<file path="config.mk">
export PLATFORM = sky130hd
export DESIGN_NAME = mm_jobq
export DESIGN_NICKNAME = d
export VERILOG_FILES = /design/src/hdl/mm_pkg.sv /design/src/hdl/mm_jobq.sv
export SDC_FILE = /design/constraint.sdc
export NUM_CORES = 1
export LEC_CHECK = 0
export BUFFER_PORTS_ARGS = -buffer_cell sky130_fd_sc_hd__buf_2
export CAP_MARGIN = 0
export CORE_AREA = 5 5 42 44
export DETAILED_ROUTE_END_ITERATION = 12
export DIE_AREA = 0 0 47 49
export PLACE_DENSITY = 0.66
export SYNTH_ARGS = -nofsm -noshare
export SYNTH_HDL_FRONTEND = slang
export SYNTH_SLANG_ARGS = --single-unit
export TNS_END_PERCENT = 30
</file>
<file path="constraint.sdc">
create_clock -name clk -period 1.9 [get_ports clk]
set_input_delay 0.095 -clock clk [delete_from_list [all_inputs] [get_ports clk]]
set_output_delay 0.095 -clock clk [all_outputs]
set_load 0.1 [all_outputs]
</file>
<file path="src/hdl/mm_pkg.sv">
// Shared types and constants for the matrix multiplier.
package mm_pkg;

	localparam int ELEM_W    = 16;
	localparam int PROD_W    = 40;
	localparam int MUL_W     = 2 * ELEM_W;
	localparam int IDX_W     = 4;
	localparam int CFG_W     = 5;
	localparam int CFG_IDX_W = 2;

	localparam logic [CFG_IDX_W-1:0] REG_ROWS_A    = 2'd0;
	localparam logic [CFG_IDX_W-1:0] REG_INNER_DIM = 2'd1;
	localparam logic [CFG_IDX_W-1:0] REG_COLS_B    = 2'd2;

	localparam logic [CFG_W-1:0] DIM_RESET = 5'd16;

	// One complete column of B waiting for the multiply-accumulate engine.
	typedef struct packed {
		logic             bank;
		logic [IDX_W-1:0] col;
	} job_t;

endpackage

</file>
<file path="src/hdl/mm_jobq.sv">
// Two-entry queue of completed B columns between front end and MAC engine.
module mm_jobq (
	input  logic         clk,
	input  logic         arst_n,
	input  logic         push,
	input  mm_pkg::job_t push_job,
	output logic         pop_valid,
	input  logic         pop_ready,
	output mm_pkg::job_t pop_job
);
	import mm_pkg::*;

	job_t       slot_q [2];
	logic       wr_q;
	logic       rd_q;
	logic [1:0] cnt_q;
	logic       pop;

	assign pop_valid = cnt_q != 2'd0;
	assign pop_job   = slot_q[rd_q];
	assign pop       = pop_valid && pop_ready;

	always_ff @(posedge clk) begin
		if (push) begin
			slot_q[wr_q] <= push_job;
		end
	end

	always_ff @(posedge clk or negedge arst_n) begin
		if (!arst_n) begin
			wr_q  <= 1'b0;
			rd_q  <= 1'b0;
			cnt_q <= '0;
		end else begin
			if (push) begin
				wr_q <= !wr_q;
			end
			if (pop) begin
				rd_q <= !rd_q;
			end
			if (push && !pop) begin
				cnt_q <= cnt_q + 2'd1;
			end else if (!push && pop) begin
				cnt_q <= cnt_q - 2'd1;
			end
		end
	end

`ifndef SYNTHESIS
	assert property (@(posedge clk) disable iff (!arst_n) push |-> (cnt_q != 2'd2 || pop))
		else $error("jobq: push into a full queue");
	assert property (@(posedge clk) disable iff (!arst_n)
		cnt_q == 2'd0 |-> wr_q == rd_q)
		else $error("jobq: pointers disagree on an empty queue");
	assert property (@(posedge clk) disable iff (!arst_n) cnt_q != 2'd3)
		else $error("jobq: count out of range");
`endif
endmodule

</file>
==> reports/summary.txt <==
Std-Cell Rows -> 14
XOR/XNOR share of the synthesized area -> 7.90%
Setup violations, final -> 0
Synthesis Warnings -> 0
DRC viols -> 0
Final Critical Period -> 1530 ps
FILL cells -> 127
Nets -> 65
Final Slew Violations -> 0
Clk root buf -> clkbuf_4
Final Skew -> 8.60 ps
Post-DP Area -> 639 um2
Clk_lat worst skew -> 280 ps
Clock slew at reported path FFs -> 80 ps
Worst min path class -> in2reg
Largest family of logic cells by synthesized area -> multiplexers
Die span in x -> 47 um
Endpoints failing hold -> 0
Die Height -> 49 um
Drt wl/cell -> 13.5 um
Drt total wl -> 948 um
Top-area cell type share of the netlist area -> 54.2%
Dpl ws -> 455 ps
Sink Count -> 14
RSZ-0062 raised after global routing -> false
Ratio of cells with drive above 1 in the final layout -> 44.4%
Initial antenna violation count -> 0
Post-synthesis sequential area ratio -> 72.2%
Worst rel slew slack -> 67.7%
TritonCTS clock tree -> built
Fin Hold WS -> 32.4 ps
Core area -> 0.00140 mm2
Post_cts resized -> 0
I/O pin total -> 15
ANT cells -> 0
Vias per inst -> 4.53
Post-route cell area -> 726 um2
Mux contribution to synthesized area -> 10.2%
HPWL Detailed -> 706 um
Grt ovf -> 0
Vias in the first global route -> 324
Die ar. -> 0.00230 mm2
Worst setup SP type -> flop
Adder-Cell Fraction of Synth Area -> 2.26%
DRT antenna net count -> 0
Final WS setup -> 368 ps
Depth of the CTS H-tree -> 1
Critical path type -> reg2out
Number of CTS-inserted buffers -> 3
Critical Path AT -> 1440 ps
CP required -> 1800 ps
Area growth, synth to finish -> 30.9%
Compound-Gate Fraction of Synth Area -> 0%
Outcome -> complete, no violations
Setup TNS Final -> 0 ps
Peak Freq -> 0.653 GHz
Post-Syn Nets -> 41
Synth area leaders -> edfxtp_1 54%, dfrtp_1 18%, mux2_2 10%
Max Cap Viol -> 0
First-pass GRT wire length -> 1440 um
Crit-path max FO -> 6
Synth area leader -> edfxtp_1
Synth Area in Simple Gates -> 6.55%
GRT Util Overall -> 9.43%
Port bufs -> 14
Largest net degree at the start of global routing -> 9
Synth cell types -> 12
Initial core utilization -> 39.6%
Iteration-0 DRC Markers -> 0
Avg Cell Area, Syn -> 17.9 um2
Placer congestion estimate -> 0.660
Synthesized area -> 554 um2
Worst slew pin tran -> 488 ps
Synth Instances -> 31
TritonRoute pass-1 iters -> 1
Vias -> 317
Period Utilization, post-route -> 80.6%
Max Root-Sink Buffers -> 2
Flops & latches, synth -> 14
Critical Path Sink Type -> output pin
final timing paths:
kind	start	to	cells after the start	slack [ps]
max in group asynchronous	arst_n	wr_q	2	1630
setup reg to reg	cnt_q[0]	cnt_q[1]	6	440
setup / recovery	rd_q	pop_job[1]	2	370
hold reg to reg	cnt_q[1]	cnt_q[1]	1	480
hold / removal	push	wr_q	2	30
min in group asynchronous	arst_n	cnt_q[0]	2	140
cell usage after synthesis:
| master | number |
|---|---|
| nor2b_1 | 1 |
| dfrtp_1 | 4 |
| ha_1 | 1 |
| nor2_1 | 1 |
| buf_2 | 1 |
| xnor2_1 | 2 |
| or2_4 | 1 |
| and2_1 | 1 |
| edfxtp_1 | 10 |
| xor2_1 | 3 |
| nand2_4 | 1 |
| mux2_2 | 5 |
routing by layer:
layer  GRT usage (%)  part of all wire [%]  vias up
li1                -                     -      155
met1            8.49                    36      149
met2            15.6                    55        9
met3            4.06                   6.2        4
met4            6.91                   2.4        0
met5               0                     0        -
cell families (layout without fill, tap and decap cells):
family,count (synthesis),count (layout)
simple gates,5,5
mux,5,5
buf+inv,1,24
flops,14,14
fa+ha+maj,1,1
xor+xnor,5,5
critical path: stages, from the launching register on:
cell     delay [ps]
dfrtp_1         500
mux2_2          370
buf_2           290
state kept, by name, summed over array words and instances, names as in the netlist:
name,flops
rd_q,1
wr_q,1
slot_q,10
cnt_q,2
stage by stage:
step / std cells / utilization (%)
floorplan: 31 / -
global placement: 60 / 45.6
detailed placement: 60 / 45.6
CTS: 68 / 50.4
global route: 70 / 51.8
finish: 70 / 51.8
final cells by class:
class	instances	area, um2	share of cell area (%)
clock buffers	3	22.5	3.10
clock inverters	1	3.75	0.517
multi-input cells	16	149	20.5
flip-flops and latches	14	400	55.2
well taps	16	20.0	2.76
repair buffers	20	130	17.9
repair_timing:
action,4_1_cts,5_1_grt
hold buffers,4,2
setup buffers,0,0
hold endpoints to repair,10,3
setup endpoints to repair,0,0
layout by cell type, fill, tap and decap left out:
master          n
edfxtp_1       10
buf_2          14
mux2_2          5
xor2_1          3
and2_1          1
or2_4           1
clkbuf_4        3
nor2b_1         1
nand2_4         1
ha_1            1
nor2_1          1
clkinv_1        1
xnor2_1         2
dlygate4sd3_1   6
dfrtp_1         4
Power is not shown: default switching activity piles up to over one toggle a cycle in this logic, so the estimate is an artifact.
