**src/hdl/mm_ram.sv**
```systemverilog
// Generic single-write, single-read RAM with registered read data.
module mm_ram #(
	parameter int WIDTH = 16,
	parameter int DEPTH = 256,
	localparam int AW = (DEPTH > 1) ? $clog2(DEPTH) : 1
) (
	input  logic             clk,
	input  logic             we,
	input  logic [AW-1:0]    waddr,
	input  logic [WIDTH-1:0] wdata,
	input  logic [AW-1:0]    raddr,
	output logic [WIDTH-1:0] rdata
);
	logic [WIDTH-1:0] mem_q [DEPTH];
	logic [WIDTH-1:0] rd_q;

	always_ff @(posedge clk) begin
		if (we) begin
			mem_q[waddr] <= wdata;
		end
		rd_q <= mem_q[raddr];
	end

	assign rdata = rd_q;
endmodule

```
**config.mk**
```make
export PLATFORM = sky130hd
export DESIGN_NAME = mm_ram
export DESIGN_NICKNAME = d
export VERILOG_FILES = /design/src/hdl/mm_ram.sv
export SDC_FILE = /design/constraint.sdc
export NUM_CORES = 2
export LEC_CHECK = 0
export BUFFER_PORTS_ARGS = -buffer_cell sky130_fd_sc_hd__buf_2
export CAP_MARGIN = 20
export CORE_MARGIN = 3
export CORE_UTILIZATION = 35
export DETAILED_ROUTE_END_ITERATION = 10
export GPL_ROUTABILITY_DRIVEN = 1
export PLACE_DENSITY_LB_ADDON = 0.05
export SLEW_MARGIN = 5
export SYNTH_ARGS = -nofsm -noshare
export SYNTH_HDL_FRONTEND = slang
export SYNTH_SLANG_ARGS = --single-unit
```
**constraint.sdc**
```tcl
create_clock -name clk -period 4.9 [get_ports clk]
set_input_delay 0.245 -clock clk [delete_from_list [all_inputs] [get_ports clk]]
set_output_delay 0.245 -clock clk [all_outputs]
set_load 0.005 [all_outputs]
```
==> summary.txt <==
Logic synthesis
  – Yosys reg bits: 4,112
  – Post-Syn Area: 0.159 sq mm
  – Register area share after synthesis: 0.777
  – Mapped Nets: 7,394
  – Avg Inst Size Synth: 21.6 sq um
  – Area contributors post-synth: edfxtp_1, mux4_2, mux2i_1
  – Cells after synthesis: 7,360
  – Count leader, synth: edfxtp_1
  – Yosys Warn Count: 0
  – Yosys cell types: between 50 and 60
  – EDFF count, synth: 4,096
  – Async SR Flop Fraction: 0
  – Share of the synthesized area in the top cell type: 0.775
  – Post-synth top area cell: edfxtp_1
  – Ys flop type: edfxtp_1
  – Most frequent cells after synthesis: edfxtp_1, mux4_2, mux2i_1

Critical path
  – Crit path capture: rdata[13]
  – Slowest stage cell, crit path: a221oi_1
  – CP most frequent cell: buf_4
  – Crit. End Element: flip-flop
  – Cell depth of the worst flop-to-flop path: 8
  – RR Startpoint: mem_q[130][13]
  – Worst R2R End: rdata[13]
  – Crit path cell chain: mux4_2 -> mux2_2 -> a221oi_1 -> o31ai_2 -> buf_4 -> o32ai_2 -> buf_4 -> nor4_1
  – Crit path required time: approximately 5.7 ns
  – Reg-to-reg setup timing slack: 1.43 ns
  – Crit-path max cell delay: 1.06 ns
  – Worst path arrival time: around 4.3 ns
  – Crit path from: mem_q[130][13]
  – CP max FO: 1
  – Kind of critical path: flip-flop to flip-flop
  – Startpoint Class: flip-flop

Route
  – Drt total wl: 503 mm
  – Routed Antenna Nets: 0
  – DR top layer: met5
  – WL met2: ~240 mm
  – DR vias/cell: 5.52
  – Detailed-route via count: 78,999
  – Drt wl/cell: between 30 and 40 microns
  – Drt first-iter violations: 7,679
  – Metal3 WL: 26.1 mm
  – Pre-antenna DRT Iters: 5
  – Residual DRC: 0
  – M1 WL: 227 mm

Finish
  – Fraction of layout cells with a size suffix above 1: 0.275
  – Synth-to-layout area growth: 16.0%
  – Design area: 0.184 sq mm
  – Post-layout util: 0.409
  – Final std cells w/o fill: 14,303
  – Fill count: 39,680
  – Post-layout nets: 7,977

Placed design
  – Detailed placer's ending HPWL: 309 mm
  – Cell Area, Placed: 0.170 sq mm
  – Port Buf Inserts: 49
  – GP Congestion: 0.809
  – Placed cell count: between 10,000 and 15,000

Pwr
  – Sw power: 0.0167 W
  – Switching share of power: 0.220
  – Static Leak: 57.9 nW
  – Sequential share of power: 0.514
  – Peak VDD IR: 0.000305 V
  – Design Power: 0.0757 W
  – Combinational share of power: 0.052
  – Internal: 0.0590 W
  – Clock power frac: 0.434
  – PD cells: approximately 410 mW/mm^2

Timing
  – Setup TNS: 0 ns
  – Final setup vio count: 0
  – Final period util: 0.708
  – Fin Clk Skew: 0.0712 ns
  – Final Hold Fails: 0
  – Worst slew pin tran: between 1 and 1.5 ns
  – Fmax: 288 MHz
  – Slew headroom: 0.128
  – Final Slew Violations: 0
  – Tmin final: 3.47 ns
  – RSZ-0062 raised after global routing: no

Worst hold path
  – Hold Path Class: primary input to flip-flop

Floorplanning
  – Die H: 679 microns
  – Core Rows: approximately 250
  – Die Wd: 679 microns
  – Initial Util: 0.352
  – Total core area: 0.450 sq mm
  – # IOs: 50
  – Die area: 0.462 sq mm

Clock tree
  – Num CTS Buffers: roughly 450
  – Worst-Skew Late Latency: 1.00 ns
  – TritonCTS sink count: 4,112
  – Total setup buffers inserted after CTS: 0
  – Clock-pin slew on the worst setup and hold paths: 0.06 ns
  – Post_cts resized: 0
  – Root Driver: clkbuf_16
  – CTS Buffer Depth: 4
  – CTS tree: yes
  – # H-tree levels: 5

GRT
  – Initial antenna violation count: 37
  – Largest net degree at the start of global routing: 133
  – Via count of the first global-routing pass: just over 80,000
  – First-pass GRT wire length: 691 mm
  – Total GRT Usage: 0.215
  – Gr ovfl total: 0

Run status
  – Outcome: completed

Flow run
  – Max-cap violations: 0
-- sequential cells by signal (all words and copies together) (netlist names) --
name	flops
rdata	16
mem_q	4096
-- worst min-delay path by stage --
stage	from	endpoint	slack (ns)	cells past startpoint
after global routing	waddr[0]	mem_q[171][7]	0.08	3
final	waddr[2]	mem_q[204][7]	0.13	4
after floorplan	wdata[0]	mem_q[0][0]	0.34	0
after CTS	waddr[0]	mem_q[171][7]	0.004	3
after global placement	wdata[10]	mem_q[98][10]	0.69	1
after detailed placement	wdata[10]	mem_q[98][10]	0.69	1
-- power by group through the flow --
| stage | Combinational (W) | Clock, W | Sequential, W |
|---|---|---|---|
| after floorplan | 0.00191 | 0 | 0.0395 |
| after global placement | 0.00398 | 0 | 0.0396 |
| after CTS | 0.00404 | 0.0337 | 0.0389 |
| after detailed placement | 0.00402 | 0 | 0.0396 |
| after global routing | 0.00415 | 0.0352 | 0.0388 |
| final | 0.00394 | 0.0329 | 0.0389 |
-- worst max-delay path: cells and delay by family, from the launching register on --
family / cells / cell delay [ns]
DFF: 1 / 0.36
muxes: 2 / 0.78
AOI/OAI and AO/OA: 3 / 1.70
and+or+nand+nor: 1 / 0.04
buffers and inverters: 2 / 0.48
-- cell families after synthesis --
logic type,count (synthesis),synth area share
compound gates,786,0.0354
flops,4112,0.777
simple gates,556,0.0157
buf+inv,456,0.0169
mux,1450,0.155
-- routing by layer --
metal  global-route usage  vias to the layer above
met3               0.0283                      561
met4               0.0455                        6
met5                    0                        -
met2                0.349                     2212
met1                0.312                    43648
li1                     -                    32572
-- layout make-up --
class	instances	area, sq um	share of cell area
antenna	31	77.6	0.000421
clock buffer	567	12100	0.0656
clock inverter	265	2130	0.0116
inverter	4	27.5	0.000150
multi-input combinational	2792	33400	0.181
sequential	4112	123000	0.670
tap	5952	7450	0.0405
timing repair buffer	580	5620	0.0305
-- metrics by stage --
stage	worst slack (ns)	hold WS, ns
3_3_place_gp	0.296	0.688
4_1_cts	1.57	0.00409
5_1_grt	1.54	0.0789
3_5_place_dp	0.688	0.691
6_report	1.43	0.135
2_1_floorplan	2.49	0.344
-- what timing repair did --
item	CTS	global route
endpoints found under the hold margin	1296	0
hold buffers	19	0
endpoints found under the setup margin	0	0
-- layout by cell type (no fill, tap or decap), drive strengths merged, types with 3 or more instances in the layout --
master       Yosys  layout
diode            0      31
mux2i          565     565
o22ai          148     148
clkbuf         230     567
bufinv           0      30
o32ai           21      21
dlygate4sd3      0      19
a21oi          175     175
inv              4      14
nand2           38      38
buf            222     561
nor4            18      18
o31ai           16      16
nand2b           3       3
a211oi          18      18
and3            11      11
edfxtp        4096    4096
nor3            92      92
mux4           797     797
a221oi          28      28
o21ai           38      38
dfxtp           16      16
clkinvlp         0       9
nor2           304     304
nand4           26      26
a31oi            6       6
mux2            88      88
a22oi           43      43
nand3           35      35
nor2b            9       9
a22o            32      32
or2              5       5
clkinv           0     216
nand4b           3       3
o221ai         253     253
a2111oi          6       6
No activity file was read; power rests on OpenSTA's default activity.
