File: config.mk
export PLATFORM = sky130hd
export DESIGN_NAME = mm_back_flat
export DESIGN_NICKNAME = d
export VERILOG_FILES = /design/src/hdl/mm_pkg.sv /design/src/hdl/mm_prod_if.sv /design/src/hdl/mm_back.sv /design/src/flat_wrapper.sv
export SDC_FILE = /design/constraint.sdc
export NUM_CORES = 1
export LEC_CHECK = 0
export BUFFER_PORTS_ARGS = -buffer_cell sky130_fd_sc_hd__buf_4
export CAP_MARGIN = 20
export CORE_MARGIN = 5
export CORE_UTILIZATION = 30
export DETAILED_ROUTE_END_ITERATION = 16
export PLACE_DENSITY = 0.55
export SKIP_LAST_GASP = 1
export SLEW_MARGIN = 0
export SYNTH_ARGS = -nofsm -noshare
export SYNTH_HDL_FRONTEND = slang
export SYNTH_SLANG_ARGS = --single-unit
File: constraint.sdc
create_clock -name clk -period 4.4 [get_ports clk]
set_clock_uncertainty 0.15 [all_clocks]
set_input_delay 0.88 -clock clk [delete_from_list [all_inputs] [get_ports clk]]
set_output_delay 0.88 -clock clk [all_outputs]
set_load 0.02 [all_outputs]
File: src/hdl/mm_pkg.sv
// Shared types and constants for the matrix multiplier.
package mm_pkg;

	localparam int ELEM_W    = 16;
	localparam int PROD_W    = 40;
	localparam int MUL_W     = 2 * ELEM_W;
	localparam int IDX_W     = 4;
	localparam int CFG_W     = 5;
	localparam int CFG_IDX_W = 2;

	localparam logic [CFG_IDX_W-1:0] REG_ROWS_A    = 2'd0;
	localparam logic [CFG_IDX_W-1:0] REG_INNER_DIM = 2'd1;
	localparam logic [CFG_IDX_W-1:0] REG_COLS_B    = 2'd2;

	localparam logic [CFG_W-1:0] DIM_RESET = 5'd16;

	// One complete column of B waiting for the multiply-accumulate engine.
	typedef struct packed {
		logic             bank;
		logic [IDX_W-1:0] col;
	} job_t;

endpackage

File: src/hdl/mm_prod_if.sv
// Output channel carrying one element of the product per request.
interface mm_prod_if;
	import mm_pkg::*;

	logic              valid;
	logic              ready;
	logic [PROD_W-1:0] product;
	logic [IDX_W-1:0]  row_index;
	logic [IDX_W-1:0]  col_index;
	logic              last;

	modport source (output valid, output product, output row_index, output col_index,
		output last, input ready);
	modport sink (input valid, input product, input row_index, input col_index,
		input last, output ready);
endinterface

File: src/hdl/mm_back.sv
// Back end: one shared multiply-accumulate unit computing a column of the product.
module mm_back #(
	parameter int MAX_DIM = 16,
	localparam int DW = $clog2(MAX_DIM + 1),
	localparam int AW = (MAX_DIM > 1) ? $clog2(MAX_DIM * MAX_DIM) : 1,
	localparam int KW = (MAX_DIM > 1) ? $clog2(MAX_DIM) : 1
) (
	input  logic                      clk,
	input  logic                      arst_n,
	input  logic [DW-1:0]             nr,
	input  logic [DW-1:0]             nk,
	input  logic                      pop_valid,
	output logic                      pop_ready,
	input  mm_pkg::job_t              pop_job,
	output logic                      job_done,
	output logic [AW-1:0]             a_raddr,
	output logic [KW:0]               b_raddr,
	input  logic [mm_pkg::ELEM_W-1:0] a_rdata,
	input  logic [mm_pkg::ELEM_W-1:0] b_rdata,
	mm_prod_if.source                 prod_ch
);
	import mm_pkg::*;

	localparam logic [1:0] ST_IDLE  = 2'd0;
	localparam logic [1:0] ST_RUN   = 2'd1;
	localparam logic [1:0] ST_DRAIN = 2'd2;
	localparam logic [1:0] ST_EMIT  = 2'd3;

	logic [1:0]    state_q;
	job_t          job_q;
	logic [KW-1:0] i_q;
	logic [KW-1:0] k_q;
	logic [AW-1:0] a_addr_q;
	logic          dcnt_q;
	logic          v_s1;
	logic          v_s2;
	logic          first_s1;
	logic          first_s2;
	logic          out_valid_q;

	logic signed [MUL_W-1:0]  prod_s2;
	logic signed [PROD_W-1:0] acc_q;
	logic [PROD_W-1:0]        product_q;
	logic [IDX_W-1:0]         row_q;
	logic [IDX_W-1:0]         col_q;
	logic                     last_q;

	logic issue;
	logic last_k;
	logic last_row;
	logic out_load;

	assign issue    = state_q == ST_RUN;
	assign last_k   = k_q == KW'(nk - DW'(1));
	assign last_row = i_q == KW'(nr - DW'(1));
	assign out_load = (state_q == ST_EMIT) && (!out_valid_q || prod_ch.ready);

	assign pop_ready = state_q == ST_IDLE;
	assign job_done  = out_load && last_row;

	// Element (i, k) of A sits at k*rows + i; the address steps by rows per k.
	assign a_raddr = a_addr_q;
	assign b_raddr = {job_q.bank, k_q};

	assign prod_ch.valid     = out_valid_q;
	assign prod_ch.product   = product_q;
	assign prod_ch.row_index = row_q;
	assign prod_ch.col_index = col_q;
	assign prod_ch.last      = last_q;

	always_ff @(posedge clk or negedge arst_n) begin
		if (!arst_n) begin
			state_q     <= ST_IDLE;
			job_q       <= '0;
			i_q         <= '0;
			k_q         <= '0;
			a_addr_q    <= '0;
			dcnt_q      <= 1'b0;
			v_s1        <= 1'b0;
			v_s2        <= 1'b0;
			first_s1    <= 1'b0;
			first_s2    <= 1'b0;
			out_valid_q <= 1'b0;
		end else begin
			v_s1     <= issue;
			first_s1 <= issue && (k_q == '0);
			v_s2     <= v_s1;
			first_s2 <= first_s1;

			if (out_load) begin
				out_valid_q <= 1'b1;
			end else if (prod_ch.ready) begin
				out_valid_q <= 1'b0;
			end

			case (state_q)
				ST_IDLE: begin
					if (pop_valid) begin
						job_q    <= pop_job;
						i_q      <= '0;
						k_q      <= '0;
						a_addr_q <= '0;
						state_q  <= ST_RUN;
					end
				end
				ST_RUN: begin
					k_q      <= k_q + KW'(1);
					a_addr_q <= a_addr_q + AW'(nr);
					if (last_k) begin
						dcnt_q  <= 1'b0;
						state_q <= ST_DRAIN;
					end
				end
				ST_DRAIN: begin
					dcnt_q <= 1'b1;
					if (dcnt_q) begin
						state_q <= ST_EMIT;
					end
				end
				ST_EMIT: begin
					if (out_load) begin
						if (last_row) begin
							state_q <= ST_IDLE;
						end else begin
							i_q      <= i_q + KW'(1);
							k_q      <= '0;
							a_addr_q <= AW'(i_q) + AW'(1);
							state_q  <= ST_RUN;
						end
					end
				end
				default: state_q <= ST_IDLE;
			endcase
		end
	end

	always_ff @(posedge clk) begin
		prod_s2 <= $signed(a_rdata) * $signed(b_rdata);
		if (v_s2) begin
			acc_q <= (first_s2 ? '0 : acc_q) + {{(PROD_W - MUL_W){prod_s2[MUL_W-1]}}, prod_s2};
		end
		if (out_load) begin
			product_q <= acc_q;
			row_q     <= IDX_W'(i_q);
			col_q     <= job_q.col;
			last_q    <= last_row;
		end
	end

`ifndef SYNTHESIS
	assert property (@(posedge clk) disable iff (!arst_n)
		v_s2 |-> (state_q == ST_RUN || state_q == ST_DRAIN))
		else $error("back: accumulation outside a row computation");
	assert property (@(posedge clk) disable iff (!arst_n) out_load |-> (!v_s1 && !v_s2))
		else $error("back: sum taken before the pipeline drained");
	assert property (@(posedge clk) disable iff (!arst_n)
		(state_q != ST_IDLE) |-> (int'(i_q) < int'(nr)))
		else $error("back: row index beyond the row count");
`endif
endmodule
File: src/flat_wrapper.sv
// flat-port wrapper written by rule: the top's interface ports become plain ports
module mm_back_flat import mm_pkg::*;
#(
	parameter int MAX_DIM = 16,
	localparam int DW = $clog2(MAX_DIM + 1),
	localparam int AW = (MAX_DIM > 1) ? $clog2(MAX_DIM * MAX_DIM) : 1,
	localparam int KW = (MAX_DIM > 1) ? $clog2(MAX_DIM) : 1
)
  (clk, arst_n, nr, nk, pop_valid, pop_ready, pop_job, job_done, a_raddr, b_raddr, a_rdata, b_rdata, prod_ch_valid, prod_ch_product, prod_ch_row_index, prod_ch_col_index, prod_ch_last, prod_ch_ready);
  mm_prod_if prod_ch_i ();
  input  logic clk;
  input  logic arst_n;
  input  logic [DW-1:0] nr;
  input  logic [DW-1:0] nk;
  input  logic pop_valid;
  output logic pop_ready;
  input  mm_pkg::job_t pop_job;
  output logic job_done;
  output logic [AW-1:0] a_raddr;
  output logic [KW:0] b_raddr;
  input  logic [mm_pkg::ELEM_W-1:0] a_rdata;
  input  logic [mm_pkg::ELEM_W-1:0] b_rdata;
  output wire logic [$bits(prod_ch_i.valid)-1:0] prod_ch_valid;
  output wire logic [$bits(prod_ch_i.product)-1:0] prod_ch_product;
  output wire logic [$bits(prod_ch_i.row_index)-1:0] prod_ch_row_index;
  output wire logic [$bits(prod_ch_i.col_index)-1:0] prod_ch_col_index;
  output wire logic [$bits(prod_ch_i.last)-1:0] prod_ch_last;
  input wire logic [$bits(prod_ch_i.ready)-1:0] prod_ch_ready;
  assign prod_ch_valid = prod_ch_i.valid;
  assign prod_ch_product = prod_ch_i.product;
  assign prod_ch_row_index = prod_ch_i.row_index;
  assign prod_ch_col_index = prod_ch_i.col_index;
  assign prod_ch_last = prod_ch_i.last;
  assign prod_ch_i.ready = prod_ch_ready;
  mm_back #(.MAX_DIM(MAX_DIM)) u_core (.clk(clk), .arst_n(arst_n), .nr(nr), .nk(nk), .pop_valid(pop_valid), .pop_ready(pop_ready), .pop_job(pop_job), .job_done(job_done), .a_raddr(a_raddr), .b_raddr(b_raddr), .a_rdata(a_rdata), .b_rdata(b_rdata), .prod_ch(prod_ch_i));
endmodule
==> impl_metrics.json <==
{
  "clk_transition_reported_paths_ps": 60,
  "crit_path_start": "b_rdata[14]",
  "tightest_slew_ps": 946,
  "worstSetupEndpointType": "flop",
  "hp-class": "reg2reg",
  "antenna_cells": 0,
  "synth_area_um2": 17000,
  "first_global_vias": 13500,
  "r2r-start": "u_core.first_s2",
  "count_of_buffering_cells_on_the_critical_path_with_inverters_included": 4,
  "cts.path.max_buffers": 2,
  "crit_path_end": "u_core.prod_s2[31]",
  "grt_first_pass_wirelength_um": 69500,
  "critical_path_arrival_ps": 6190,
  "timing.critical_path.slowest_cell_delay_ps": 610,
  "clock-root-buffer": "sky130_fd_sc_hd__clkbuf_16",
  "global_route.usage.total": 0.138,
  "grt_overflow_total": 0,
  "synth_area_leader_cell": "sky130_fd_sc_hd__fa_1",
  "finalWirelength_um": 40900,
  "hold_violations": 0,
  "finalNetCount": 2453,
  "cts_sinks": 150,
  "async_reset_ff_frac": 0.193,
  "outcome": "finished with violations",
  "num_vias": 12200,
  "syn-mean-instance-area_um2": 10.0,
  "cts-htree-levels": 4,
  "number_of_antenna_violations_at_the_first_check_in_global_routing": 0,
  "cp_max_fo": 12,
  "die_height_um": 248,
  "postSynth.topFlopCell": "sky130_fd_sc_hd__edfxtp_1",
  "fin_ws_ps": -1570,
  "filler_cell_count": 5607,
  "slowest_stage": "sky130_fd_sc_hd__fa_1",
  "grt_setup_unrepaired": "true",
  "core_area_um2": 56400,
  "number_of_optimization_iterations_in_the_first_detailed_route_pass": 9,
  "hold_path_startpoint": "u_core.first_s1",
  "post-route-period-util": 1.36,
  "final-max-slew-violation-count": 0,
  "maxCapViolCount": 0,
  "place.detailed.hpwl_um": 34600,
  "syn_nets": 2152,
  "biggest_area_contributors_in_the_synthesized_netlist": "sky130_fd_sc_hd__fa_1 31%, sky130_fd_sc_hd__edfxtp_1 16%, sky130_fd_sc_hd__ha_1 9.9%",
  "synth.top_cells.by_count": "337 x sky130_fd_sc_hd__inv_1, 264 x sky130_fd_sc_hd__fa_1, 169 x sky130_fd_sc_hd__nand2_1",
  "warning_count_from_the_yosys_run": 0,
  "timing.slew.headroom": 0.369,
  "synth.most_common_cell": "sky130_fd_sc_hd__inv_1",
  "finalSetupViolations": 23,
  "critPathMostFrequentCell": "sky130_fd_sc_hd__fa_1",
  "holdBufCountCts": 0,
  "required_ps": 4620,
  "ys_seq_elements": 150,
  "final_cell_area_um2": 21900,
  "area.growth.synth_to_final_pct": 28.3,
  "synthDistinctLibCells": 69,
  "globalplace.congestion": 0.863,
  "routed_len_inst_um": 14.7,
  "worstSkewPairLatency_ps": 440,
  "area_of_the_die_um2": 61700,
  "netlist_instances": 1702,
  "timing_worst_setup_path_type": "in2reg",
  "drt-initial-drc-count": 491,
  "numCtsBuffers": 17,
  "fmaxAchievable_mhz": 167,
  "worst_r2r_path_depth": 13,
  "violated_checks": "negative setup slack",
  "timing.rr.end": "u_core.acc_q[36]",
  "design.portCount": 116,
  "row_count": 87,
  "cp-start-kind": "input pin",
  "grt_max_degree": 50,
  "drive_above_1_share": 0.261,
  "tritoncts_clock_tree": "built",
  "timing.critical_path.cells": "buf_4 > buf_12 > and2_1 > fa_1 > fa_1 > fa_1 > fa_1 > fa_1 > fa_1 > ha_4 > buf_4 > inv_2 > o21ai_2 > a21oi_2 > o21ai_1 > a31oi_2 > o211ai_1 > a31o_2 > a21oi_2 > xnor2_1",
  "drtAntennaViolNets": 0,
  "placed_area_um2": 20500,
  "start_util": 0.302,
  "path_depth": 20,
  "holdWs_ps": 205,
  "detail_route.drc_violations": 0,
  "synth.top_cell.area_share": 0.310,
  "post_drt_via_cell_ratio": 4.41,
  "synth_sequential_area_ratio": 0.237,
  "cpLargestDelayFamily": "adder cells",
  "final_period_minus_worst_setup_slack_ps": 5970,
  "r2r_setup_slack_ps": 550,
  "port_buffers": 114,
  "post_synth_edffs": 89,
  "die_width_um": 248
}
## sequential cells by signal, summed over array words and instances (netlist names), 2 cells and up
signal / count
u_core.prod_s2: 32
u_core.prod_ch.col_index: 4
u_core.prod_ch.product: 40
u_core.a_raddr: 8
u_core.acc_q: 40
u_core.prod_ch.row_index: 4
u_core.job_q: 4
u_core.state_q: 2
u_core.i_q: 4
u_core.k_q: 4
## cells in the final DEF (no fill, tap or decap), types with 6 or more instances in the layout
| cell | synthesis | layout |
|---|---|---|
| sky130_fd_sc_hd__clkbuf_16 | 0 | 17 |
| sky130_fd_sc_hd__fa_2 | 0 | 14 |
| sky130_fd_sc_hd__nand2_2 | 0 | 7 |
| sky130_fd_sc_hd__and2_4 | 0 | 21 |
| sky130_fd_sc_hd__a211oi_1 | 8 | 7 |
| sky130_fd_sc_hd__o21ai_0 | 37 | 28 |
| sky130_fd_sc_hd__buf_8 | 0 | 7 |
| sky130_fd_sc_hd__edfxtp_1 | 89 | 89 |
| sky130_fd_sc_hd__o21a_1 | 11 | 10 |
| sky130_fd_sc_hd__xnor2_1 | 53 | 48 |
| sky130_fd_sc_hd__buf_12 | 0 | 11 |
| sky130_fd_sc_hd__nand2_1 | 169 | 159 |
| sky130_fd_sc_hd__nand3_1 | 16 | 15 |
| sky130_fd_sc_hd__nand2b_1 | 11 | 11 |
| sky130_fd_sc_hd__nor2_1 | 57 | 49 |
| sky130_fd_sc_hd__fa_1 | 264 | 250 |
| sky130_fd_sc_hd__buf_6 | 0 | 39 |
| sky130_fd_sc_hd__nor2b_1 | 46 | 44 |
| sky130_fd_sc_hd__dfrtp_1 | 29 | 28 |
| sky130_fd_sc_hd__and3_1 | 6 | 6 |
| sky130_fd_sc_hd__and2_1 | 127 | 105 |
| sky130_fd_sc_hd__mux2_2 | 7 | 7 |
| sky130_fd_sc_hd__dfxtp_1 | 32 | 32 |
| sky130_fd_sc_hd__xor2_1 | 33 | 33 |
| sky130_fd_sc_hd__nor3_1 | 15 | 15 |
| sky130_fd_sc_hd__a21o_1 | 18 | 18 |
| sky130_fd_sc_hd__o21ai_2 | 0 | 6 |
| sky130_fd_sc_hd__ha_4 | 0 | 20 |
| sky130_fd_sc_hd__a21oi_2 | 1 | 17 |
| sky130_fd_sc_hd__nand4_1 | 8 | 8 |
| sky130_fd_sc_hd__inv_1 | 337 | 311 |
| sky130_fd_sc_hd__a21oi_1 | 61 | 45 |
| sky130_fd_sc_hd__ha_1 | 135 | 112 |
| sky130_fd_sc_hd__buf_4 | 1 | 268 |
| sky130_fd_sc_hd__inv_2 | 0 | 23 |
## timing repair
| action | in CTS | in global routing |
|---|---|---|
| gates resized for setup | 106 | 54 |
| pin swaps | 49 | 39 |
| cloned | 0 | 0 |
| setup endpoints to repair | 24 | 24 |
| setup buffers | 21 | 12 |
## area by class of cell
class / count / area, um^2 / share of cell area
Multi-Input combinational cell: 1172 / 12300 / 0.561
Sequential cell: 150 / 4040 / 0.185
Timing Repair Buffer: 325 / 2780 / 0.127
Inverter: 337 / 1270 / 0.0582
Tap cell: 756 / 946 / 0.0432
Clock buffer: 19 / 433 / 0.0198
Clock inverter: 13 / 134 / 0.00612
## per-layer routing
layer / wire length (um) / part of all wire / vias to the layer above / track usage
met1: 18900 / 0.46 / 6026 / 0.186
met4: 849 / 0.021 / 0 / 0.0393
met2: 19700 / 0.48 / 209 / 0.237
li1: - / - / 5957 / -
met3: 1390 / 0.034 / 46 / 0.0166
met5: 0 / 0 / - / 0
## kinds of logic (layout without fill, tap and decap cells)
group	after synthesis	in the layout	synth area share
simple gates	476	476	0.141
fa+ha+maj	399	399	0.409
buf+inv	380	694	0.0840
compound gates	202	202	0.0793
flops	150	150	0.237
xor+xnor	86	86	0.0442
mux	9	9	0.00580
## how the worst min path moves through the flow
stage / end / slack [ps] / cells after the start
after floorplan: u_core.first_s2 / 180 / 0
after global placement: u_core.v_s2 / 190 / 0
after detailed placement: u_core.v_s2 / 190 / 0
after CTS: u_core.b_raddr[4] / 200 / 1
after global routing: u_core.v_s2 / 210 / 0
final: u_core.first_s2 / 210 / 0
## metrics by stage
step / cells / setup TNS (ps) / worst slack (ps) / utilization
6_report: 2772 / -26340 / -1570 / 0.388
5_1_grt: 2772 / -30320 / -1760 / 0.388
3_5_place_dp: 2711 / -39750 / -2070 / 0.363
2_1_floorplan: 1702 / -27540 / -1740 / -
4_1_cts: 2762 / -24940 / -1460 / 0.383
3_3_place_gp: 2711 / -39120 / -2050 / 0.363
Power is not shown: default switching activity piles up to over one toggle a cycle in this logic, so the estimate is an artifact.
