<file path="src/hdl/mm_pkg.sv">
// Shared types and constants for the matrix multiplier.
package mm_pkg;

	localparam int ELEM_W    = 16;
	localparam int PROD_W    = 40;
	localparam int MUL_W     = 2 * ELEM_W;
	localparam int IDX_W     = 4;
	localparam int CFG_W     = 5;
	localparam int CFG_IDX_W = 2;

	localparam logic [CFG_IDX_W-1:0] REG_ROWS_A    = 2'd0;
	localparam logic [CFG_IDX_W-1:0] REG_INNER_DIM = 2'd1;
	localparam logic [CFG_IDX_W-1:0] REG_COLS_B    = 2'd2;

	localparam logic [CFG_W-1:0] DIM_RESET = 5'd16;

	// One complete column of B waiting for the multiply-accumulate engine.
	typedef struct packed {
		logic             bank;
		logic [IDX_W-1:0] col;
	} job_t;

endpackage

</file>
<file path="src/hdl/mm_elem_if.sv">
// Input channel carrying one matrix element per request.
interface mm_elem_if;
	import mm_pkg::*;

	logic              valid;
	logic              ready;
	logic [ELEM_W-1:0] element;

	modport source (output valid, output element, input ready);
	modport sink (input valid, input element, output ready);
endinterface

</file>
<file path="src/hdl/mm_front.sv">
// Front end: configuration, element intake, A and B storage writes, job issue.
module mm_front #(
	parameter int MAX_DIM = 16,
	localparam int DW = $clog2(MAX_DIM + 1),
	localparam int AW = (MAX_DIM > 1) ? $clog2(MAX_DIM * MAX_DIM) : 1,
	localparam int KW = (MAX_DIM > 1) ? $clog2(MAX_DIM) : 1
) (
	input  logic                          clk,
	input  logic                          arst_n,
	input  logic                          cfg_we,
	input  logic [mm_pkg::CFG_IDX_W-1:0]  cfg_index,
	input  logic [mm_pkg::CFG_W-1:0]      cfg_data,
	mm_elem_if.sink                       elem_ch,
	output logic [DW-1:0]                 nr,
	output logic [DW-1:0]                 nk,
	output logic                          a_we,
	output logic [AW-1:0]                 a_waddr,
	output logic [mm_pkg::ELEM_W-1:0]     a_wdata,
	output logic                          b_we,
	output logic [KW:0]                   b_waddr,
	output logic [mm_pkg::ELEM_W-1:0]     b_wdata,
	output logic                          push,
	output mm_pkg::job_t                  push_job,
	input  logic                          job_done
);
	import mm_pkg::*;

	localparam int CW = $clog2(MAX_DIM * MAX_DIM + 1);
	localparam int TW = 2 * DW;

	logic [CFG_W-1:0] rows_a_q;
	logic [CFG_W-1:0] inner_dim_q;
	logic [CFG_W-1:0] cols_b_q;
	logic             loading_b_q;
	logic             bank_q;
	logic [CW-1:0]    a_cnt_q;
	logic [DW-1:0]    b_row_q;
	logic [DW-1:0]    b_col_q;
	logic [1:0]       pend_q;

	logic [DW-1:0] nc;
	logic          accept;
	logic          cfg_hit;
	logic [TW-1:0] a_total;
	logic [TW-1:0] a_next;
	logic [DW:0]   b_row_next;
	logic [DW:0]   b_col_next;
	logic          col_done;

	function automatic logic [DW-1:0] eff_dim(input logic [CFG_W-1:0] r);
		if (r == '0) begin
			return DW'(1);
		end else if (int'(r) > MAX_DIM) begin
			return DW'(MAX_DIM);
		end else begin
			return DW'(r);
		end
	endfunction

	assign nr = eff_dim(rows_a_q);
	assign nk = eff_dim(inner_dim_q);
	assign nc = eff_dim(cols_b_q);

	// A may only be overwritten once every queued column has been computed.
	assign elem_ch.ready = loading_b_q ? (pend_q != 2'd2) : (pend_q == 2'd0);
	assign accept = elem_ch.valid && elem_ch.ready;

	assign cfg_hit = cfg_we && (cfg_index == REG_ROWS_A || cfg_index == REG_INNER_DIM
		|| cfg_index == REG_COLS_B);

	assign a_total    = TW'(nr) * TW'(nk);
	assign a_next     = TW'(a_cnt_q) + TW'(1);
	assign b_row_next = {1'b0, b_row_q} + (DW + 1)'(1);
	assign b_col_next = {1'b0, b_col_q} + (DW + 1)'(1);
	assign col_done   = b_row_next >= {1'b0, nk};

	assign a_we    = accept && !loading_b_q;
	assign a_waddr = a_cnt_q[AW-1:0];
	assign a_wdata = elem_ch.element;
	assign b_we    = accept && loading_b_q;
	assign b_waddr = {bank_q, b_row_q[KW-1:0]};
	assign b_wdata = elem_ch.element;

	assign push          = accept && loading_b_q && col_done;
	assign push_job.bank = bank_q;
	assign push_job.col  = IDX_W'(b_col_q);

	always_ff @(posedge clk or negedge arst_n) begin
		if (!arst_n) begin
			rows_a_q    <= DIM_RESET;
			inner_dim_q <= DIM_RESET;
			cols_b_q    <= DIM_RESET;
			loading_b_q <= 1'b0;
			bank_q      <= 1'b0;
			a_cnt_q     <= '0;
			b_row_q     <= '0;
			b_col_q     <= '0;
			pend_q      <= '0;
		end else begin
			if (push && !job_done) begin
				pend_q <= pend_q + 2'd1;
			end else if (!push && job_done) begin
				pend_q <= pend_q - 2'd1;
			end

			if (cfg_we) begin
				case (cfg_index)
					REG_ROWS_A:    rows_a_q <= cfg_data;
					REG_INNER_DIM: inner_dim_q <= cfg_data;
					REG_COLS_B:    cols_b_q <= cfg_data;
					default: ;
				endcase
			end

			// Any register write restarts the stream at the start of a new A.
			if (cfg_hit) begin
				loading_b_q <= 1'b0;
				a_cnt_q     <= '0;
				b_row_q     <= '0;
				b_col_q     <= '0;
			end else if (accept) begin
				if (!loading_b_q) begin
					if (a_next >= a_total) begin
						a_cnt_q     <= '0;
						b_row_q     <= '0;
						b_col_q     <= '0;
						loading_b_q <= 1'b1;
					end else begin
						a_cnt_q <= CW'(a_next);
					end
				end else if (col_done) begin
					b_row_q <= '0;
					bank_q  <= !bank_q;
					if (b_col_next >= {1'b0, nc}) begin
						b_col_q     <= '0;
						loading_b_q <= 1'b0;
						a_cnt_q     <= '0;
					end else begin
						b_col_q <= DW'(b_col_next);
					end
				end else begin
					b_row_q <= DW'(b_row_next);
				end
			end
		end
	end

`ifndef SYNTHESIS
	assert property (@(posedge clk) disable iff (!arst_n) pend_q != 2'd3)
		else $error("front: pending column count out of range");
	assert property (@(posedge clk) disable iff (!arst_n)
		(accept && !loading_b_q) |-> (pend_q == 2'd0))
		else $error("front: A written while columns still pending");
	assert property (@(posedge clk) disable iff (!arst_n) push |-> (pend_q != 2'd2))
		else $error("front: column issued with both B banks busy");
`endif
endmodule

</file>
<file path="src/flat_wrapper.sv">
// flat-port wrapper written by rule: the top's interface ports become plain ports
module mm_front_flat import mm_pkg::*;
#(
	parameter int MAX_DIM = 16,
	localparam int DW = $clog2(MAX_DIM + 1),
	localparam int AW = (MAX_DIM > 1) ? $clog2(MAX_DIM * MAX_DIM) : 1,
	localparam int KW = (MAX_DIM > 1) ? $clog2(MAX_DIM) : 1
)
  (clk, arst_n, cfg_we, cfg_index, cfg_data, nr, nk, a_we, a_waddr, a_wdata, b_we, b_waddr, b_wdata, push, push_job, job_done, elem_ch_valid, elem_ch_element, elem_ch_ready);
  mm_elem_if elem_ch_i ();
  input  logic clk;
  input  logic arst_n;
  input  logic cfg_we;
  input  logic [mm_pkg::CFG_IDX_W-1:0] cfg_index;
  input  logic [mm_pkg::CFG_W-1:0] cfg_data;
  output logic [DW-1:0] nr;
  output logic [DW-1:0] nk;
  output logic a_we;
  output logic [AW-1:0] a_waddr;
  output logic [mm_pkg::ELEM_W-1:0] a_wdata;
  output logic b_we;
  output logic [KW:0] b_waddr;
  output logic [mm_pkg::ELEM_W-1:0] b_wdata;
  output logic push;
  output mm_pkg::job_t push_job;
  input  logic job_done;
  input wire logic [$bits(elem_ch_i.valid)-1:0] elem_ch_valid;
  input wire logic [$bits(elem_ch_i.element)-1:0] elem_ch_element;
  output wire logic [$bits(elem_ch_i.ready)-1:0] elem_ch_ready;
  assign elem_ch_i.valid = elem_ch_valid;
  assign elem_ch_i.element = elem_ch_element;
  assign elem_ch_ready = elem_ch_i.ready;
  mm_front #(.MAX_DIM(MAX_DIM)) u_core (.clk(clk), .arst_n(arst_n), .cfg_we(cfg_we), .cfg_index(cfg_index), .cfg_data(cfg_data), .elem_ch(elem_ch_i), .nr(nr), .nk(nk), .a_we(a_we), .a_waddr(a_waddr), .a_wdata(a_wdata), .b_we(b_we), .b_waddr(b_waddr), .b_wdata(b_wdata), .push(push), .push_job(push_job), .job_done(job_done));
endmodule
</file>
<file path="config.mk">
export PLATFORM = sky130hd
export DESIGN_NAME = mm_front_flat
export DESIGN_NICKNAME = d
export VERILOG_FILES = /design/src/hdl/mm_pkg.sv /design/src/hdl/mm_elem_if.sv /design/src/hdl/mm_front.sv /design/src/flat_wrapper.sv
export SDC_FILE = /design/constraint.sdc
export NUM_CORES = 1
export LEC_CHECK = 0
export BUFFER_PORTS_ARGS = -buffer_cell sky130_fd_sc_hd__buf_2
export CAP_MARGIN = 15
export CELL_PAD_IN_SITES_DETAIL_PLACEMENT = 0
export CELL_PAD_IN_SITES_GLOBAL_PLACEMENT = 1
export CORE_MARGIN = 2
export CORE_UTILIZATION = 36
export CTS_CLUSTER_DIAMETER = 150
export DETAILED_ROUTE_END_ITERATION = 10
export PLACE_DENSITY = 0.82
export SLEW_MARGIN = 20
export SYNTH_ARGS = -nofsm -noshare
export SYNTH_HDL_FRONTEND = slang
export SYNTH_SLANG_ARGS = --single-unit
export TNS_END_PERCENT = 50
</file>
<file path="constraint.sdc">
create_clock -name clk -period 5.25 [get_ports clk]
set_input_delay 0.525 -clock clk [delete_from_list [all_inputs] [get_ports clk]]
set_output_delay 0.525 -clock clk [all_outputs]
set_load 0.01 [all_outputs]
</file>
==> results.json, run 1 <==
{
  "fillers": 1004,
  "ys.warnings.count": 0,
  "dr.pass1.iters": 4,
  "syn_nets": 482,
  "pre_cts_ws_ps": -112,
  "start_kind": "register",
  "yosysTopAreaCell": "dfrtp_1",
  "dr_total_vias": 2710,
  "cts.sinks": 38,
  "design.die.area_um2": 10800,
  "path_class": "register to register",
  "worst-path-max-fanout": 5,
  "fin_area_um2": 3860,
  "die_w_um": 104,
  "cp.arrival_ps": 5200,
  "dpl-instance-area_um2": 3670,
  "fin_crit_sh_pct": 95.6,
  "postSynthAreaPerCell_um2": 8.89,
  "drive_gt1_share_pct": 26.2,
  "cap_viol_max_count": 0,
  "core-area_um2": 9730,
  "synth_edf_count": 0,
  "timing.final.ws_setup_ps": 231,
  "ys_types": 48,
  "yosysSeqAreaShare_pct": 26.7,
  "area_delta_synth_final_pct": 7.90,
  "fmax_mhz": 199,
  "final.min_clock_period_ps": 5020,
  "crit_path_top_delay_cell": "fa_1",
  "drt-total-wl_mm": 7.48,
  "power_density_nw_per_um2": 412,
  "hold_class": "primary input to asynchronous set/reset pin",
  "final-seq-area_um2": 955,
  "cts_root_buffer": "clkbuf_8",
  "grt-ovfl-total": 0,
  "ir_worst_vdd_mv": 0.219,
  "grt_max_degree": 39,
  "clk_latency_ps": 290,
  "groute.usage.overall_pct": 14.2,
  "avgViaCountPerCell": 4.96,
  "hold_ws_ps": 331,
  "finClkSkew_ps": 9.63,
  "antenna_cells_inserted": 0,
  "synthArstFlopShare_pct": 100,
  "cts_tree": "built",
  "numCtsBuffers": 5,
  "synth-seq-cells": 38,
  "cp_top_family": "adder cells",
  "rows": 36,
  "die_h_um": 104,
  "p_leak_nw": 2.02,
  "fin_setup_tns_ps": 0,
  "yosysTopAreaCellShare_pct": 24.5,
  "path_cells": "nor3_2, nor2_1, or2_2, inv_1, nand2_1, fa_1, fa_1, fa_1, inv_1, ha_4, a21oi_4, o21ai_2, o41ai_2, xnor2_1, ha_1, nand2_2, nor2_2, o311a_1, nor4_4, buf_4, or2_4, a22o_1",
  "hold_viol_final": 0,
  "antenna_found_initial": 0,
  "clock_path_buffers": 2,
  "htreeDepth": 2,
  "setup_viol": 0,
  "critPathBufInv": 3,
  "critPathMostFrequentCell": "fa_1",
  "reg2reg_slack_ps": 230,
  "drc": 0,
  "synthTopCellsByArea": "dfrtp_1, ha_1, buf_4, fa_1, mux2_2",
  "wl_per_cell_um": 13.7,
  "worstPathRequired_ps": 5430,
  "finalNetCount": 492,
  "outcome": "finished clean",
  "io_buffers": 43,
  "grt_pass1_wl_mm": 12.7,
  "slew_headroom_pct": 43.0,
  "initial_core_util_pct": 36.8,
  "grt_pass1_vias": 2716,
  "ys.flop_type": "dfrtp_1",
  "critPathMaxStageDelay_ps": 550,
  "dp_hpwl_mm": 5.93,
  "multiInputGateArea_um2": 2160,
  "cts.clk_slew.worst_paths_ps": 80,
  "initialDrtViolationCount": 98,
  "postRouteAntennaNets": 0,
  "crit_path_end_kind": "register",
  "io_pins": 92,
  "gp_congestion": 0.798,
  "synth.cell_area_um2": 3580,
  "tightest_slew_ps": 856,
  "slew_violations": 0,
  "synth_cells": 403
}
[cell type report]
type	count	share of cell area, %
Tap cell	133	4.31
Clock inverter	1	0.777
Timing Repair Buffer	60	9.07
Inverter	31	3.01
Multi-Input combinational cell	277	56.0
Clock buffer	6	2.14
Sequential cell	38	24.7
[cell usage after synthesis, types with 2 or more instances]
library cell  instances
or2_2                 3
and3_1                6
or2_4                 2
dfrtp_1              35
nand3_1              13
a21o_1                3
mux2_2               15
a21oi_1               9
nand2_1              45
o21ai_0              30
fa_1                  9
xnor2_1              10
dfstp_2               3
and2_1                7
clkbuf_1              4
nor2_1               24
nand2b_1             10
nand3b_1              2
o21bai_1              2
nor2b_1               3
buf_4                51
ha_1                 42
nor3_1                6
or2b_1                2
a22o_1                6
inv_1                31
xor2_1                9
[cell usage in the layout (no fill, tap or decap), types with 4 or more instances in the layout]
cell type,instances
nand2_1,44
buf_2,43
ha_1,41
dfrtp_1,35
inv_1,31
o21ai_0,25
nor2_1,23
buf_4,16
mux2_2,15
nand3_1,13
nand2b_1,10
xnor2_1,10
xor2_1,9
fa_1,9
and2_1,7
and3_1,6
a21oi_1,6
a22o_1,6
clkbuf_8,6
nor3_1,5
o21ai_1,4
or2_4,4
[report_power, final]
part           leakage [nW]  switching, mW  internal (mW)  total, mW
Clock                0.0573          0.102          0.152      0.254
Sequential            0.484         0.0930          0.363      0.456
Combinational          1.48          0.466          0.416      0.883
[cells by family (layout without fill, tap and decap cells)]
logic type / count (synthesis) / after routing / share of synthesized area, %
mux: 15 / 15 / 4.72
xor+xnor: 19 / 19 / 4.65
compound gates: 64 / 64 / 11.8
buf+inv: 88 / 98 / 14.6
fa+ha+maj: 51 / 51 / 19.7
flops: 38 / 38 / 26.7
simple gates: 128 / 128 / 17.8
[stage by stage]
step | power (mW) | instances | utilization [%]
global placement | 1.26 | 538 | 37.8
finish | 1.59 | 546 | 39.7
CTS | 1.58 | 546 | 39.2
global route | 1.74 | 546 | 39.7
detailed placement | 1.29 | 538 | 37.8
floorplan | 1.07 | 403 | -
[state kept, by name, summed over array words and instances, names as in the netlist]
signal              count
u_core.a_cnt_q          9
u_core.rows_a_q         5
u_core.pend_q           2
u_core.bank_q           1
u_core.b_col_q          5
u_core.loading_b_q      1
u_core.cols_b_q         5
u_core.inner_dim_q      5
u_core.b_row_q          5
[metal layers]
layer	GRT usage [%]	up-vias	routed length [um]
li1	-	1331	-
met1	17.4	1326	3270
met2	25.5	45	3790
met3	2.83	8	362
met4	3.28	0	64
met5	0	-	0
[path summary, 6_finish.rpt]
check,start,endpoint,cells after the start
worst max-delay path,u_core.rows_a_q[1],u_core.b_col_q[2],22
worst max register to register,u_core.rows_a_q[1],u_core.b_col_q[2],22
max in group asynchronous,arst_n,u_core.rows_a_q[3],1
worst min-delay path,arst_n,u_core.a_cnt_q[5],1
min in group clk,u_core.pend_q[1],u_core.pend_q[1],1
worst min register to register,u_core.pend_q[1],u_core.pend_q[1],1
[timing repair]
action | in CTS | in global routing
hold buffers | 0 | 0
gates resized for setup | 6 | 14
setup buffers | 1 | 0
endpoints found under the setup margin | 12 | 19
cloned | 0 | 0
pin swaps | 6 | 13
No activity file was read; power rests on OpenSTA's default activity.
==> run 2, diff against run 1 <==
--- a/config.mk
+++ b/config.mk
@@ -7,13 +7,11 @@
 export LEC_CHECK = 0
 export BUFFER_PORTS_ARGS = -buffer_cell sky130_fd_sc_hd__buf_2
 export CAP_MARGIN = 15
-export CELL_PAD_IN_SITES_DETAIL_PLACEMENT = 0
-export CELL_PAD_IN_SITES_GLOBAL_PLACEMENT = 1
 export CORE_MARGIN = 2
-export CORE_UTILIZATION = 36
+export CORE_UTILIZATION = 49
 export CTS_CLUSTER_DIAMETER = 150
 export DETAILED_ROUTE_END_ITERATION = 10
-export PLACE_DENSITY = 0.82
+export PLACE_DENSITY = 0.83
 export SLEW_MARGIN = 20
 export SYNTH_ARGS = -nofsm -noshare
 export SYNTH_HDL_FRONTEND = slang
==> results.json, run 2 (synthesized netlist as in run 1, its figures left out) <==
{
  "fillers": 655,
  "hold_viol_final": 0,
  "fin_crit_sh_pct": 95.5,
  "worst-path-max-fanout": 5,
  "drc": 0,
  "die_h_um": 89.5,
  "clk_latency_ps": 300,
  "drt-total-wl_mm": 7.10,
  "grt_pass1_vias": 2564,
  "die_w_um": 89.5,
  "cts_root_buffer": "clkbuf_8",
  "initialDrtViolationCount": 89,
  "p_leak_nw": 1.99,
  "wl_per_cell_um": 13.9,
  "drive_gt1_share_pct": 26.2,
  "antenna_found_initial": 0,
  "finClkSkew_ps": 14.2,
  "grt_pass1_wl_mm": 11.6,
  "regMostFlops": "u_core.a_cnt_q",
  "avgViaCountPerCell": 5.21,
  "cts_tree": "built",
  "largest_reg_flops": 9,
  "cp.arrival_ps": 5210,
  "layout.cells.most_common": "nand2_1",
  "power_density_nw_per_um2": 404,
  "grt_max_degree": 39,
  "start_kind": "register",
  "dr_total_vias": 2667,
  "crit_path_end_kind": "register",
  "placedCellCount": 500,
  "gp_congestion": 0.825,
  "cts.clk_slew.worst_paths_ps": 80,
  "dpl-instance-area_um2": 3600,
  "ir_worst_vdd_mv": 0.224,
  "core-area_um2": 7180,
  "initial_core_util_pct": 49.9,
  "slew_headroom_pct": 42.2,
  "fin_area_um2": 3790,
  "clock_path_buffers": 2,
  "cap_viol_max_count": 0,
  "tightest_slew_ps": 867,
  "htreeDepth": 2,
  "grt-ovfl-total": 0,
  "antenna_cells_inserted": 0,
  "io_buffers": 43,
  "dp_hpwl_mm": 5.61,
  "cts.sinks": 38,
  "final.min_clock_period_ps": 5010,
  "outcome": "finished clean",
  "slew_violations": 0,
  "numCtsBuffers": 5,
  "cts_hold_buffers": 0,
  "path_class": "register to register",
  "setup_viol": 0,
  "io_pins": 92,
  "groute.usage.overall_pct": 18.6,
  "finalNetCount": 491,
  "fin_cells": 512,
  "hold_ws_ps": 331,
  "dr.pass1.iters": 4,
  "worstPathRequired_ps": 5440,
  "fmax_mhz": 199,
  "area_delta_synth_final_pct": 5.80,
  "design.die.area_um2": 8010,
  "postRouteAntennaNets": 0,
  "rows": 31,
  "final_cell_mix": "nand2_1, buf_2, ha_1",
  "hold_class": "primary input to asynchronous set/reset pin"
}
==> run 2: cell types whose count changed in the layout (fill, tap and decap cells not counted), sizes merged <==
cell	previous run	this run
buf	60	59
clkinvlp	0	1
bufinv	1	0
clkinv	0	1
==> run 2: cell type report <==
type / count / area [um2] / share of cell area (%)
multi-input cells: 277 / 2160 / 57.0
repair buffers: 59 / 339 / 8.95
well taps: 99 / 124 / 3.27
inverters: 31 / 116 / 3.07
flip-flops and latches: 38 / 955 / 25.2
clock inverters: 2 / 12.5 / 0.330
clock buffers: 6 / 82.6 / 2.18
==> run 2: path summary, 6_finish.rpt <==
path / start / endpoint / slack [ps] / cells after the start
max reg2reg: u_core.rows_a_q[2] / u_core.b_row_q[2] / 240 / 22
max in group asynchronous: arst_n / u_core.cols_b_q[0] / 4360 / 1
max: u_core.rows_a_q[2] / u_core.b_row_q[2] / 240 / 22
min in group clk: u_core.pend_q[1] / u_core.pend_q[1] / 480 / 1
min reg2reg: u_core.pend_q[1] / u_core.pend_q[1] / 480 / 1
min: arst_n / u_core.a_cnt_q[7] / 330 / 1
==> run 2: critical path: stages (launching register included) <==
cell and delay, ps:
dfrtp_1 400, nor3_2 170, nor2_1 50, or2_2 280
inv_1 70, nand2_1 60, fa_1 450, fa_1 500
fa_1 510, inv_1 60, ha_4 230, a21oi_4 170
o21ai_2 90, o41ai_2 240, xnor2_1 120, ha_1 330
nand2_2 70, nor2_2 120, o311a_1 240, nor4_4 80
buf_4 150, or2_4 260, a22o_1 240
==> run 2: per-stage QoR <==
| step | setup TNS (ps) | util, % | setup slack [ps] | power, mW |
|---|---|---|---|---|
| 5_1_grt | -293 | 52.8 | -42.7 | 1.67 |
| 4_1_cts | 0 | 52.2 | 0.664 | 1.51 |
| 6_report | 0 | 52.8 | 236 | 1.53 |
| 2_1_floorplan | 0 | - | 65.2 | 1.07 |
| 3_5_place_dp | -276 | 50.2 | -103 | 1.26 |
| 3_3_place_gp | 0 | 50.2 | 72.1 | 1.23 |
==> run 2: timing repair <==
| item | in CTS | in global routing |
|---|---|---|
| endpoints found under the setup margin | 12 | 19 |
| resized for setup | 6 | 14 |
| buffers inserted | 2 | 2 |
| pin swaps | 4 | 17 |
| endpoints found under the hold margin | 0 | 0 |
==> run 2: power breakdown <==
part | leakage, nW | switching, mW | internal, mW | total (mW)
Combinational | 1.46 | 0.463 | 0.405 | 0.869
Sequential | 0.484 | 0.0884 | 0.363 | 0.452
Clock | 0.0472 | 0.104 | 0.106 | 0.210
Total | 1.99 | 0.656 | 0.874 | 1.53
==> run 2: layer usage <==
metal | share of wire (%) | vias to the layer above | GRT usage (%)
li1 | - | 1328 | -
met1 | 44 | 1277 | 23.8
met2 | 50 | 53 | 32.1
met3 | 4.1 | 9 | 3.51
met4 | 1.6 | 0 | 5.29
met5 | 0 | - | 0
==> run 3, diff against run 2 <==
--- a/config.mk
+++ b/config.mk
@@ -7,6 +7,7 @@
 export LEC_CHECK = 0
 export BUFFER_PORTS_ARGS = -buffer_cell sky130_fd_sc_hd__buf_2
 export CAP_MARGIN = 15
+export CORE_ASPECT_RATIO = 1.4
 export CORE_MARGIN = 2
 export CORE_UTILIZATION = 49
 export CTS_CLUSTER_DIAMETER = 150
==> results.json, run 3 (synthesized netlist as in run 1, its figures left out) <==
{
  "outcome": "finished clean",
  "seqPwrFrac_pct": 28.6,
  "core-area_um2": 7030,
  "fin_cells": 508,
  "timing.final.ws_setup_ps": 268,
  "cts.sinks": 38,
  "htreeDepth": 2,
  "placedCellCount": 496,
  "startpoint": "u_core.rows_a_q[2]",
  "cp.arrival_ps": 5170,
  "dr_total_vias": 2785,
  "design.die.area_um2": 8020,
  "largest_reg_flops": 9,
  "drc": 0,
  "die_h_um": 105,
  "drive_gt1_share_pct": 26.4,
  "antenna_found_initial": 0,
  "final_cell_mix": "nand2_1, buf_2, ha_1",
  "cts_root_buffer": "clkbuf_8",
  "finClkSkew_ps": 16.0,
  "regMostFlops": "u_core.a_cnt_q",
  "hold_ws_ps": 319,
  "path_class": "register to register",
  "initialDrtViolationCount": 127,
  "layout.cells.most_common": "nand2_1",
  "initial_core_util_pct": 51.0,
  "swShare_pct": 43.6,
  "clk_latency_ps": 300,
  "worstPathRequired_ps": 5440,
  "setup_viol": 0,
  "numCtsBuffers": 5,
  "io_pins": 92,
  "slew_violations": 0,
  "fin_util_pct": 54.2,
  "cap_viol_max_count": 0,
  "final.min_clock_period_ps": 4980,
  "grt_max_degree": 39,
  "fin_crit_sh_pct": 94.9,
  "worst-path-max-fanout": 8,
  "start_kind": "register",
  "cts_tree": "built",
  "area_delta_synth_final_pct": 6.43,
  "dpl-instance-area_um2": 3610,
  "finalNetCount": 491,
  "grt_pass1_vias": 2846,
  "tightest_slew_ps": 850,
  "grt-ovfl-total": 0,
  "grt_pass1_wl_mm": 12.5,
  "antenna_cells_inserted": 0,
  "total_power_mw": 1.59,
  "power_density_nw_per_um2": 418,
  "fmax_mhz": 201,
  "fillers": 658,
  "p_int_mw": 0.897,
  "groute.usage.overall_pct": 18.9,
  "fin_setup_tns_ps": 0,
  "clock_path_buffers": 2,
  "reg2reg_slack_ps": 270,
  "rows": 36,
  "p_comb_share_pct": 57.7,
  "r2r_start": "u_core.rows_a_q[2]",
  "ir_worst_vdd_mv": 0.295,
  "pre_cts_ws_ps": -169,
  "hold_viol_final": 0,
  "power_switching_mw": 0.694,
  "cts.clk_slew.worst_paths_ps": 90,
  "io_buffers": 43,
  "avgViaCountPerCell": 5.48,
  "drt-total-wl_mm": 7.60,
  "dr.pass1.iters": 4,
  "fin_area_um2": 3810,
  "multiInputGateArea_um2": 2180,
  "crit_path_end_kind": "register",
  "postRouteAntennaNets": 0,
  "p_leak_nw": 2.00,
  "clockPowerShare_pct": 13.7,
  "final-seq-area_um2": 955,
  "die_w_um": 76.3,
  "wl_per_cell_um": 15.0,
  "gp_congestion": 0.832,
  "dp_hpwl_mm": 5.81,
  "hold_class": "primary input to asynchronous set/reset pin",
  "slew_headroom_pct": 43.3
}
run 3: what timing repair did:
item / 4_1_cts / 5_1_grt
setup endpoints to repair: 19 / 19
gates resized for setup: 11 / 11
cloned: 0 / 1
hold buffers: 0 / 0
buffers inserted: 2 / 1
pin swaps: 6 / 16
run 3: worst paths after layout:
kind	end	cells after the start
setup / recovery	u_core.b_col_q[3]	23
hold / removal	u_core.a_cnt_q[6]	1
setup reg to reg	u_core.b_col_q[3]	23
hold reg to reg	u_core.pend_q[1]	1
max in group asynchronous	u_core.rows_a_q[1]	1
min in group clk	u_core.pend_q[1]	1
run 3: cell type report:
cell class	count	area share, %
multi-input cells	277	57.2
flip-flops and latches	38	25.0
repair buffers	59	9.09
well taps	95	3.12
inverters	31	3.05
clock buffers	6	2.17
clock inverters	2	0.328
run 3: power groups by stage:
| stage | combinational, mW | clock (mW) | sequential [mW] |
|---|---|---|---|
| after floorplan | 0.642 | 0 | 0.433 |
| after global placement | 0.774 | 0 | 0.453 |
| after detailed placement | 0.811 | 0 | 0.458 |
| after CTS | 0.862 | 0.220 | 0.454 |
| after global routing | 1.02 | 0.231 | 0.467 |
| final | 0.918 | 0.217 | 0.456 |
run 3: routing by layer:
metal	GRT usage (%)	share of wire [%]	vias up	wire, um
met5	0	0	-	0
li1	-	-	1329	-
met3	2.68	3.5	19	263
met4	8.05	1.9	0	144
met1	20.1	38	1377	2920
met2	36.5	56	60	4270
run 3: worst max-delay path, stage by stage, from the launching register on:
cell	delay (ps)
dfrtp_1	390
nor3_2	180
nor2_1	50
or2_2	290
inv_2	60
nand2_1	60
fa_1	470
fa_1	500
fa_1	520
inv_1	60
ha_4	250
a21o_1	180
a21oi_2	190
o21bai_1	120
a21oi_2	140
xor2_1	80
ha_1	280
nand2_2	70
o21ai_0	160
a31o_2	160
nor4_4	40
buf_6	140
or2_4	260
a22o_1	240
